`config.mk`:
```
export PLATFORM = sky130hd
export DESIGN_NAME = div_tima_timer_top
export DESIGN_NICKNAME = d
export VERILOG_FILES = /design/src/rtl/dtt_pkg.sv /design/src/rtl/div_tima_timer_top.sv
export SDC_FILE = /design/constraint.sdc
export NUM_CORES = 1
export LEC_CHECK = 0
export BUFFER_PORTS_ARGS = -buffer_cell sky130_fd_sc_hd__buf_2
export CAP_MARGIN = 20
export CELL_PAD_IN_SITES_DETAIL_PLACEMENT = 1
export CELL_PAD_IN_SITES_GLOBAL_PLACEMENT = 1
export CORE_AREA = 10 10 83 113
export CTS_CLUSTER_SIZE = 16
export DETAILED_ROUTE_END_ITERATION = 6
export DIE_AREA = 0 0 93 123
export PLACE_DENSITY_LB_ADDON = 0.05
export SLEW_MARGIN = 20
export SYNTH_ARGS = -nofsm -noshare
export SYNTH_HDL_FRONTEND = slang
export SYNTH_SLANG_ARGS = --single-unit
```
`constraint.sdc`:
```
create_clock -name clk_i -period 8.5 [get_ports clk_i]
set_input_delay 1.7 -clock clk_i [delete_from_list [all_inputs] [get_ports clk_i]]
set_output_delay 1.7 -clock clk_i [all_outputs]
set_load 0.01 [all_outputs]
```
`src/rtl/dtt_pkg.sv`:
```
`default_nettype none
// ----------------------------------------------------------------------------
// dtt_pkg
// Shared types, constants and helpers for the divider and timer peripheral.
// ----------------------------------------------------------------------------
package dtt_pkg;

  typedef enum logic [1:0] {
    CmdTick  = 2'd0,
    CmdRead  = 2'd1,
    CmdWrite = 2'd2,
    CmdNone  = 2'd3
  } cmd_e;

  typedef enum logic [1:0] {
    RegDiv  = 2'd0,
    RegTima = 2'd1,
    RegTma  = 2'd2,
    RegTac  = 2'd3
  } reg_e;

  localparam logic [2:0] CtrlEnable   = 3'h4;
  localparam logic [2:0] CtrlMask     = 3'h7;
  localparam logic [4:0] CtrlReadOnes = 5'h1F;
  localparam logic [2:0] ReloadTicks  = 3'd4;
  localparam logic [2:0] WindowTicks  = 3'd4;

  // Level of the divider bit selected by control, gated by the enable bit.
  function automatic logic tap_level(input logic [15:0] div, input logic [2:0] ctrl);
    logic bit_v;
    unique case (ctrl[1:0])
      2'd0:    bit_v = div[9];
      2'd1:    bit_v = div[3];
      2'd2:    bit_v = div[5];
      default: bit_v = div[7];
    endcase
    return ((ctrl & CtrlEnable) != 3'h0) && bit_v;
  endfunction

endpackage
`default_nettype wire

```
`src/rtl/div_tima_timer_top.sv`:
```
`default_nettype none
// ----------------------------------------------------------------------------
// div_tima_timer_top
// Divider and timer peripheral: one tick, read, write or no-op per transaction.
// ----------------------------------------------------------------------------
// Each accepted transaction updates the divider, counter, modulo and control
// state in the cycle it is accepted, and its result (read byte and interrupt
// pulse) appears in the output register on the next cycle. One transaction
// per cycle is sustained while out_ready_i stays high; the single output
// register lets a new transaction in while the previous result is taken in
// the same cycle. A counter overflow reloads the counter from modulo four
// ticks later and raises timer_irq_o on the result of that tick.
module div_tima_timer_top (
  input  wire logic        clk_i,
  input  wire logic        rst_ni,
  input  wire logic        in_valid_i,
  output logic             in_ready_o,
  input  wire logic [1:0]  command_i,
  input  wire logic [1:0]  reg_select_i,
  input  wire logic [7:0]  write_data_i,
  output logic             out_valid_o,
  input  wire logic        out_ready_i,
  output logic [7:0]       read_data_o,
  output logic             timer_irq_o
);
  import dtt_pkg::*;

  logic [15:0] div_q, div_d;
  logic [7:0]  cnt_q, cnt_d;
  logic [7:0]  mod_q, mod_d;
  logic [2:0]  ctrl_q, ctrl_d;
  logic        pend_q, pend_d;
  logic [2:0]  wait_q, wait_d;
  logic [2:0]  win_q, win_d;
  logic        out_valid_q;
  logic [7:0]  rdata_q, rdata_d;
  logic        irq_q, irq_d;
  logic        in_fire;

  assign in_ready_o  = !out_valid_q || out_ready_i;
  assign in_fire     = in_valid_i && in_ready_o;
  assign out_valid_o = out_valid_q;
  assign read_data_o = rdata_q;
  assign timer_irq_o = irq_q;

  always_comb begin
    logic [15:0] div_inc;
    logic [2:0]  wait_dec;
    logic        cnt_tick;
    logic [7:0]  cnt_inc;
    div_d    = div_q;
    cnt_d    = cnt_q;
    mod_d    = mod_q;
    ctrl_d   = ctrl_q;
    pend_d   = pend_q;
    wait_d   = wait_q;
    win_d    = win_q;
    rdata_d  = 8'h00;
    irq_d    = 1'b0;
    cnt_tick = 1'b0;
    div_inc  = div_q + 16'd1;
    wait_dec = (wait_q != 3'd0) ? wait_q - 3'd1 : 3'd0;
    unique case (command_i)
      CmdTick: begin
        if (win_q != 3'd0) begin
          win_d = win_q - 3'd1;
        end
        if (pend_q) begin
          wait_d = wait_dec;
          if (wait_dec == 3'd0) begin
            cnt_d  = mod_q;
            pend_d = 1'b0;
            win_d  = WindowTicks;
            irq_d  = 1'b1;
          end
        end
        div_d    = div_inc;
        cnt_tick = tap_level(div_q, ctrl_q) && !tap_level(div_inc, ctrl_q);
      end
      CmdRead: begin
        unique case (reg_select_i)
          RegDiv:  rdata_d = div_q[15:8];
          RegTima: rdata_d = cnt_q;
          RegTma:  rdata_d = mod_q;
          default: rdata_d = {CtrlReadOnes, ctrl_q};
        endcase
      end
      CmdWrite: begin
        unique case (reg_select_i)
          RegDiv: begin
            div_d    = 16'h0000;
            cnt_tick = tap_level(div_q, ctrl_q);
          end
          RegTima: begin
            if (win_q == 3'd0) begin
              pend_d = 1'b0;
              cnt_d  = write_data_i;
            end
          end
          RegTma: begin
            mod_d = write_data_i;
            if (win_q != 3'd0) begin
              cnt_d = write_data_i;
            end
          end
          default: begin
            ctrl_d   = write_data_i[2:0] & CtrlMask;
            cnt_tick = tap_level(div_q, ctrl_q) && !tap_level(div_q, ctrl_d);
          end
        endcase
      end
      default: begin
      end
    endcase
    cnt_inc = cnt_d + 8'd1;
    if (cnt_tick) begin
      cnt_d = cnt_inc;
      if (cnt_inc == 8'h00) begin
        pend_d = 1'b1;
        wait_d = ReloadTicks;
      end
    end
  end

  always_ff @(posedge clk_i or negedge rst_ni) begin
    if (!rst_ni) begin
      div_q  <= 16'h0000;
      cnt_q  <= 8'h00;
      mod_q  <= 8'h00;
      ctrl_q <= 3'h0;
      pend_q <= 1'b0;
      wait_q <= 3'd0;
      win_q  <= 3'd0;
    end else if (in_fire) begin
      div_q  <= div_d;
      cnt_q  <= cnt_d;
      mod_q  <= mod_d;
      ctrl_q <= ctrl_d;
      pend_q <= pend_d;
      wait_q <= wait_d;
      win_q  <= win_d;
    end
  end

  always_ff @(posedge clk_i or negedge rst_ni) begin
    if (!rst_ni) begin
      out_valid_q <= 1'b0;
    end else if (in_fire) begin
      out_valid_q <= 1'b1;
    end else if (out_ready_i) begin
      out_valid_q <= 1'b0;
    end
  end

  always_ff @(posedge clk_i) begin
    if (in_fire) begin
      rdata_q <= rdata_d;
      irq_q   <= irq_d;
    end
  end

endmodule
`default_nettype wire

```
=== Yosys cells after proc, flatten, opt, wreduce, memory -nomap -nowiden ===
Cells that the tools add are included.

* Flip-flop bits (word level): 52
* Logic and storage cells: 95
* Bits of input ports: 16
* Output and inout port bits: 11

* Equal/unequal tests: 9
* Bitwise gates (word level): 1
* Muxes and demuxes: 41
* $add $sub $neg: 4
* Reduce and logical (&&, ||, !) cells: 30

{| class="wikitable"
|+ Operators with widths
! operator !! number
|-
| two-way mux 8 bit || 5
|-
| one-hot mux 16 bit (2 select lines) || 1
|-
| one-hot mux 8 bit (2 select lines) || 2
|-
| two-way mux 3 bit || 8
|-
| one-hot mux 8 bit (3 select lines) || 1
|-
| two-way mux 1 bit || 17
|-
| adder 16 x 1 -> 16 bit (second input constant) || 1
|-
| two-way mux 16 bit || 1
|-
| one-hot mux 1 bit (3 select lines) || 3
|-
| AND reduction 3 bit || 3
|-
| adder 8 x 1 -> 8 bit (second input constant) || 1
|-
| equality test 2 x 1 -> 1 bit (second input constant) || 4
|-
| equality test 2 bit (second input constant) || 4
|-
| logical AND 1 bit || 8
|-
| logical NOT 2 bit || 4
|-
| logical NOT 8 bit || 1
|-
| logical NOT 3 bit || 2
|-
| one-hot mux 1 bit (2 select lines) || 3
|-
| nonzero test 3 bit || 2
|-
| subtractor 3 x 1 -> 3 bit (second input constant) || 2
|-
| AND reduction 2 bit || 2
|-
| nonzero test 2 bit || 2
|-
| logical NOT 1 bit || 3
|-
| OR reduction 3 bit || 1
|-
| 4 further kinds || 4
|}

=== Longest topological paths before layout ===
* Depth in word-level cells: 10
* Depth in mapped cells: 15

=== Worst setup path after synthesis ===
OpenSTA, ideal clock, no wires.

* Kind: input port to flip-flop
* Start point: input reg_select_i[1]
* End point: register wait_q[1]
* Data arrival time: 4.549 ns
* Stages: 15
* Slack: 3.829 ns
* Library setup time: 0.121 ns
* Cell sequence: inv_1 > ha_1 > buf_4 > inv_1 > o211a_2 > a2bb2oi_4 > a221oi_1 > inv_1 > ha_1 > and2b_4 > nand4b_1 > or4_4 > a2111oi_4 > o21ai_1 > a32o_2

* Word-level cells in the longest chain between the ends: 7

{| class="wikitable"
|+ Ends and longest elaborated chain
! item !! RTL line !! source
|-
| from (decl) || div_tima_timer_top.sv:19 || <nowiki>input wire logic [1:0] reg_select_i,</nowiki>
|-
| equality test 2 bit or equality test 2 x 1 -> 1 bit (tied branches) || div_tima_timer_top.sv:89 || <nowiki>unique case (reg_select_i)</nowiki>
|-
| one-hot mux 8 bit (2 select lines) || div_tima_timer_top.sv:89 ||
|-
| one-hot mux 8 bit (2 select lines) || div_tima_timer_top.sv:63 || <nowiki>unique case (command_i)</nowiki>
|-
| adder 8 x 1 -> 8 bit || div_tima_timer_top.sv:115 || <nowiki>cnt_inc = cnt_d + 8'd1;</nowiki>
|-
| logical NOT 8 bit || div_tima_timer_top.sv:118 || <nowiki>if (cnt_inc == 8'h00) begin</nowiki>
|-
| two-way mux 3 bit || div_tima_timer_top.sv:118 ||
|-
| two-way mux 3 bit * || div_tima_timer_top.sv:116 || <nowiki>if (cnt_tick) begin</nowiki>
|-
| to (signal assigned) || div_tima_timer_top.sv:140 || <nowiki>wait_q <= wait_d;</nowiki>
|-
| to (decl) || div_tima_timer_top.sv:33 || <nowiki>logic [2:0] wait_q, wait_d;</nowiki>
|}

Every way passes the cells marked *; elsewhere a longest branch is shown, timed or not.
A chain may end at the register's enable or synchronous reset.

=== Worst setup path in the final report ===
* Start point: input command_i[1]
* End point: register wait_q[1]

* Word-level cells in the longest chain between the ends: 6

{| class="wikitable"
|+ Ends and longest elaborated chain
! item !! RTL line !! source
|-
| from (decl) || div_tima_timer_top.sv:18 || <nowiki>input wire logic [1:0] command_i,</nowiki>
|-
| equality test 2 bit or logical NOT 2 bit (tied branches) || div_tima_timer_top.sv:63 ||
|-
| one-hot mux 8 bit (2 select lines) || div_tima_timer_top.sv:63 ||
|-
| adder 8 x 1 -> 8 bit || div_tima_timer_top.sv:115 ||
|-
| logical NOT 8 bit || div_tima_timer_top.sv:118 ||
|-
| two-way mux 3 bit || div_tima_timer_top.sv:118 ||
|-
| two-way mux 3 bit * || div_tima_timer_top.sv:116 ||
|}

Marks and branches as above.

==> metrics.log <==
INFO  metric critical_path_class = input pin to register
INFO  metric yosysUniqueCellTypes = 58
INFO  metric timing.critical_path.fanout_max = 11
INFO  metric ant_diodes = 0
INFO  metric commonest_cells_in_the_netlist = sky130_fd_sc_hd__dfrtp_1 (43), sky130_fd_sc_hd__nand2_1 (35), sky130_fd_sc_hd__nor2_1 (28), sky130_fd_sc_hd__o21ai_0 (27), sky130_fd_sc_hd__inv_1 (18)
INFO  metric power.share.switching = 35.1%
INFO  metric critPathArrivalTime = 5.36 ns
INFO  metric placer_s_final_routability_congestion_estimate = 0.881
INFO  metric route.detailed.drc = 0
INFO  metric worst_setup_hold_path_clk_slew = 0.09 ns
INFO  metric cts-hold-fix-buffers = 0
INFO  metric hold_path.class = register to register
INFO  metric power.share.clock = 24.1%
INFO  metric global_route_wire_length_before_repair = roughly 15 mm
INFO  metric via_per_inst = around 6
INFO  metric grt_antenna_before_repair = 0
INFO  metric gr-total-overflow = 0
INFO  metric r2r.worst_path.cells = 14
INFO  metric design.die.area = 0.0114 mm^2
INFO  metric netlist_area = about 0.0032 mm^2
INFO  metric synth-edff-count = 9
INFO  metric initial_core_util = 43.7%
INFO  metric holdPathStages = 2
INFO  metric whs_endpoint = win_q[1]$_DFFE_PN0P_
INFO  metric clock_tree.root_cell = sky130_fd_sc_hd__clkbuf_8
INFO  metric min_period_over_period = 60.7%
INFO  metric internal_power = about 480 uW
INFO  metric port_buffers = 26
INFO  metric startpoint_of_the_worst_register_to_register_path = wait_q[0]$_DFFE_PN0P_
INFO  metric yosysTopAreaCell = sky130_fd_sc_hd__dfrtp_1
INFO  metric cts_buffers = 5
INFO  metric worst_hold_slack = ~0.50 ns
INFO  metric share_seq_of_total_power = 46.9%
INFO  metric cts.path.max_buffers = 2
INFO  metric worst_skew_pair.late_latency = 0.31 ns
INFO  metric slew_viol_final = 0
INFO  metric yosys-top-cells-area = sky130_fd_sc_hd__dfrtp_1 (34%), sky130_fd_sc_hd__edfxtp_1 (8.5%), sky130_fd_sc_hd__ha_1 (4.3%)
INFO  metric post_cts_buffers = 0
INFO  metric synth.yosys.seq_area_share = between 40% and 50%
INFO  metric row_count = 37
INFO  metric logic_pwr_share = 29.0%
INFO  metric number_of_global_route_vias_before_repair = 2889
INFO  metric synthesis_to_finish_area_growth = 9.55%
INFO  metric cp.required = 8.71 ns
INFO  metric cts_tree = yes
INFO  metric post-dp-hpwl = 6.97 mm
INFO  metric drt_iter0_markers = 134
INFO  metric grt_start_max_net_pins = 44
INFO  metric avgSynthCellArea = 9.60 um^2
INFO  metric flip_flop_cell_with_the_highest_count_after_synthesis = sky130_fd_sc_hd__dfrtp_1
INFO  metric setup_tns = 0 ns
INFO  metric ctsResizeCount = 0
INFO  metric max_freq = 194 MHz
INFO  metric final-hold-violation-count = 0
INFO  metric synth_async_sr_flop_share = 82.7%
INFO  metric design.core.area = 0.00731 mm^2
INFO  metric drt.antenna.violating_nets = 0
INFO  metric unrepaired_setup_endpoints_after_global_routing = false
INFO  metric drt-pass1-iter-count = 4
INFO  metric total_power = 739 uW
INFO  metric finClkSkew = 0.00708 ns
INFO  metric worst_hold_startpoint = win_q[1]$_DFFE_PN0P_
INFO  metric regToRegSetupSlack = around 4.5 ns
INFO  metric nNetsFinal = 381
INFO  metric synth_nets = 360
INFO  metric die_height = 123 um
INFO  metric timing.critical_path.to_type = register
INFO  metric leakagePower = 0.00150 uW
INFO  metric ys_seq_elements = 52
INFO  metric worst_ir_drop_vdd = 0.0877 mV
INFO  metric synthesis.yosys.warnings = 0
INFO  metric area_of_the_multi_input_gates = 0.00172 mm^2
INFO  metric drt-total-wl = 9.19 mm
INFO  metric outcome = finished clean
INFO  metric fill_cells = 876
INFO  metric period_minus_slack = 5.16 ns
INFO  metric grtUsageTotal = 16.8%
INFO  metric sequential_cell_area = 0.00135 mm^2
INFO  metric setup.worst_path.start_class = input pin
INFO  metric netlist.area_leader.share = 33.6%
INFO  metric count_leader_synth = sky130_fd_sc_hd__dfrtp_1
INFO  metric ioPinCount = 27
INFO  metric timing.max_slew.rel_slack = 32.7%
INFO  metric drive_above_1_share = approximately 17%
INFO  metric clock-sinks = 52
INFO  metric dieWidth = 93 um
INFO  metric htreeDepth = 2
INFO  metric cellPowerDensity = approximately 210 mW/mm^2
INFO  metric net-switching-power = 259 uW
INFO  metric setup_viol = 0
INFO  metric avg_wl_per_cell = 20.3 um
INFO  metric worst_slew_pin_slew = slightly above 1 ns
INFO  metric vias = 2699
INFO  metric r2r_end = wait_q[1]$_DFFE_PN0P_
INFO  metric cap_violations = 0
INFO  metric synth_cells = 333
==> per-stage QoR <==
stage / setup slack, ns / util, % / cells / area (um^2)
finish: 3.34 / 47.9 / 452 / 3500
global placement: 3.16 / 46.3 / 444 / 3390
CTS: 3.36 / 47.9 / 452 / 3500
global route: 3.09 / 47.9 / 452 / 3500
detailed placement: 3.04 / 46.3 / 444 / 3390
floorplan: 3.83 / - / 333 / 3200
==> power groups by stage <==
stage	clock network [uW]	logic, uW	registers (uW)
after CTS	184	216	346
after floorplan	0	170	333
after global routing	193	240	353
final	178	215	347
after global placement	0	211	351
after detailed placement	0	215	352
==> state kept, by name (all words and copies together) (netlist names) <==
signal / flops
read_data_o: 8
mod_q: 8
out_valid_o: 1
pend_q: 1
div_q: 16
win_q: 3
cnt_q: 8
wait_q: 3
timer_irq_o: 1
ctrl_q: 3
==> worst max path at each step <==
stage                    startpoint                    end  slack [ns]  cells past startpoint
global placement       command_i[1]  wait_q[1]$_DFFE_PN0P_        3.16                     13
floorplan           reg_select_i[1]  wait_q[1]$_DFFE_PN0P_        3.83                     15
finish                 command_i[1]  wait_q[1]$_DFFE_PN0P_        3.34                     13
detailed placement     command_i[1]  wait_q[1]$_DFFE_PN0P_        3.04                     13
CTS                    command_i[1]  wait_q[1]$_DFFE_PN0P_        3.36                     13
global route           command_i[1]  wait_q[1]$_DFFE_PN0P_        3.09                     13
==> per-layer routing <==
| metal | GRT usage [%] | vias to the layer above | wire length (um) | part of all wire [%] |
|---|---|---|---|---|
| met4 | 5.32 | 0 | 193 | 2.1 |
| met1 | 18.8 | 1373 | 3760 | 41 |
| met2 | 31.8 | 44 | 4950 | 54 |
| met3 | 2.18 | 20 | 284 | 3.1 |
| li1 | - | 1262 | - | - |
| met5 | 0 | - | 0 | 0 |
==> logic make-up (layout without fill, tap and decap cells) <==
group	count (synthesis)	in the layout	synth area share, %
DFF	52	52	42.1
adders and majority gates	11	11	4.30
AOI/OAI and AO/OA	89	89	19.8
buffers and inverters	30	52	4.03
and+or+nand+nor	117	117	18.5
muxes	18	18	6.89
xor gates and xnor gates	16	16	4.38
==> layout make-up <==
| class | count | share of cell area (%) |
|---|---|---|
| inverters | 18 | 1.93 |
| well taps | 97 | 3.46 |
| flip-flops and latches | 52 | 38.4 |
| clock buffers | 5 | 1.96 |
| clock inverters | 3 | 1.32 |
| repair buffers | 26 | 3.71 |
| multi-input cells | 251 | 49.2 |
==> worst max-delay path, cell delays in order <==
cell and delay, ns:
sky130_fd_sc_hd__buf_2 0.14, sky130_fd_sc_hd__nor2_1 0.69, sky130_fd_sc_hd__nand3b_4 0.27, sky130_fd_sc_hd__a2bb2oi_4 0.24
sky130_fd_sc_hd__a221oi_1 0.44, sky130_fd_sc_hd__inv_1 0.17, sky130_fd_sc_hd__ha_1 0.26, sky130_fd_sc_hd__and2b_4 0.18
sky130_fd_sc_hd__nand4b_1 0.14, sky130_fd_sc_hd__mux2_2 0.38, sky130_fd_sc_hd__a2111oi_4 0.39, sky130_fd_sc_hd__o21ai_1 0.13
sky130_fd_sc_hd__a32o_2 0.25
==> placed cells by master, fill, tap and decap left out, types with 3 or more instances in the layout <==
cell                       count
sky130_fd_sc_hd__or3_1         3
sky130_fd_sc_hd__nand2b_1      4
sky130_fd_sc_hd__mux2_2       12
sky130_fd_sc_hd__a22oi_1       7
sky130_fd_sc_hd__o31ai_1       3
sky130_fd_sc_hd__nand4_1       3
sky130_fd_sc_hd__clkbuf_8      5
sky130_fd_sc_hd__edfxtp_1      9
sky130_fd_sc_hd__a31oi_1       4
sky130_fd_sc_hd__a222oi_1      6
sky130_fd_sc_hd__o21ai_1       3
sky130_fd_sc_hd__mux2i_1       4
sky130_fd_sc_hd__nor2_1       28
sky130_fd_sc_hd__and3_1        3
sky130_fd_sc_hd__xor2_1        6
sky130_fd_sc_hd__a21oi_1      17
sky130_fd_sc_hd__dfrtp_1      43
sky130_fd_sc_hd__a22o_1        3
sky130_fd_sc_hd__nand3_1      14
sky130_fd_sc_hd__inv_1        18
sky130_fd_sc_hd__o21ai_0      27
sky130_fd_sc_hd__nor3_1       12
sky130_fd_sc_hd__xnor2_1      10
sky130_fd_sc_hd__nand2_1      35
sky130_fd_sc_hd__ha_1         11
sky130_fd_sc_hd__buf_2        26
Note: power is estimated with default switching activity, not from simulation.
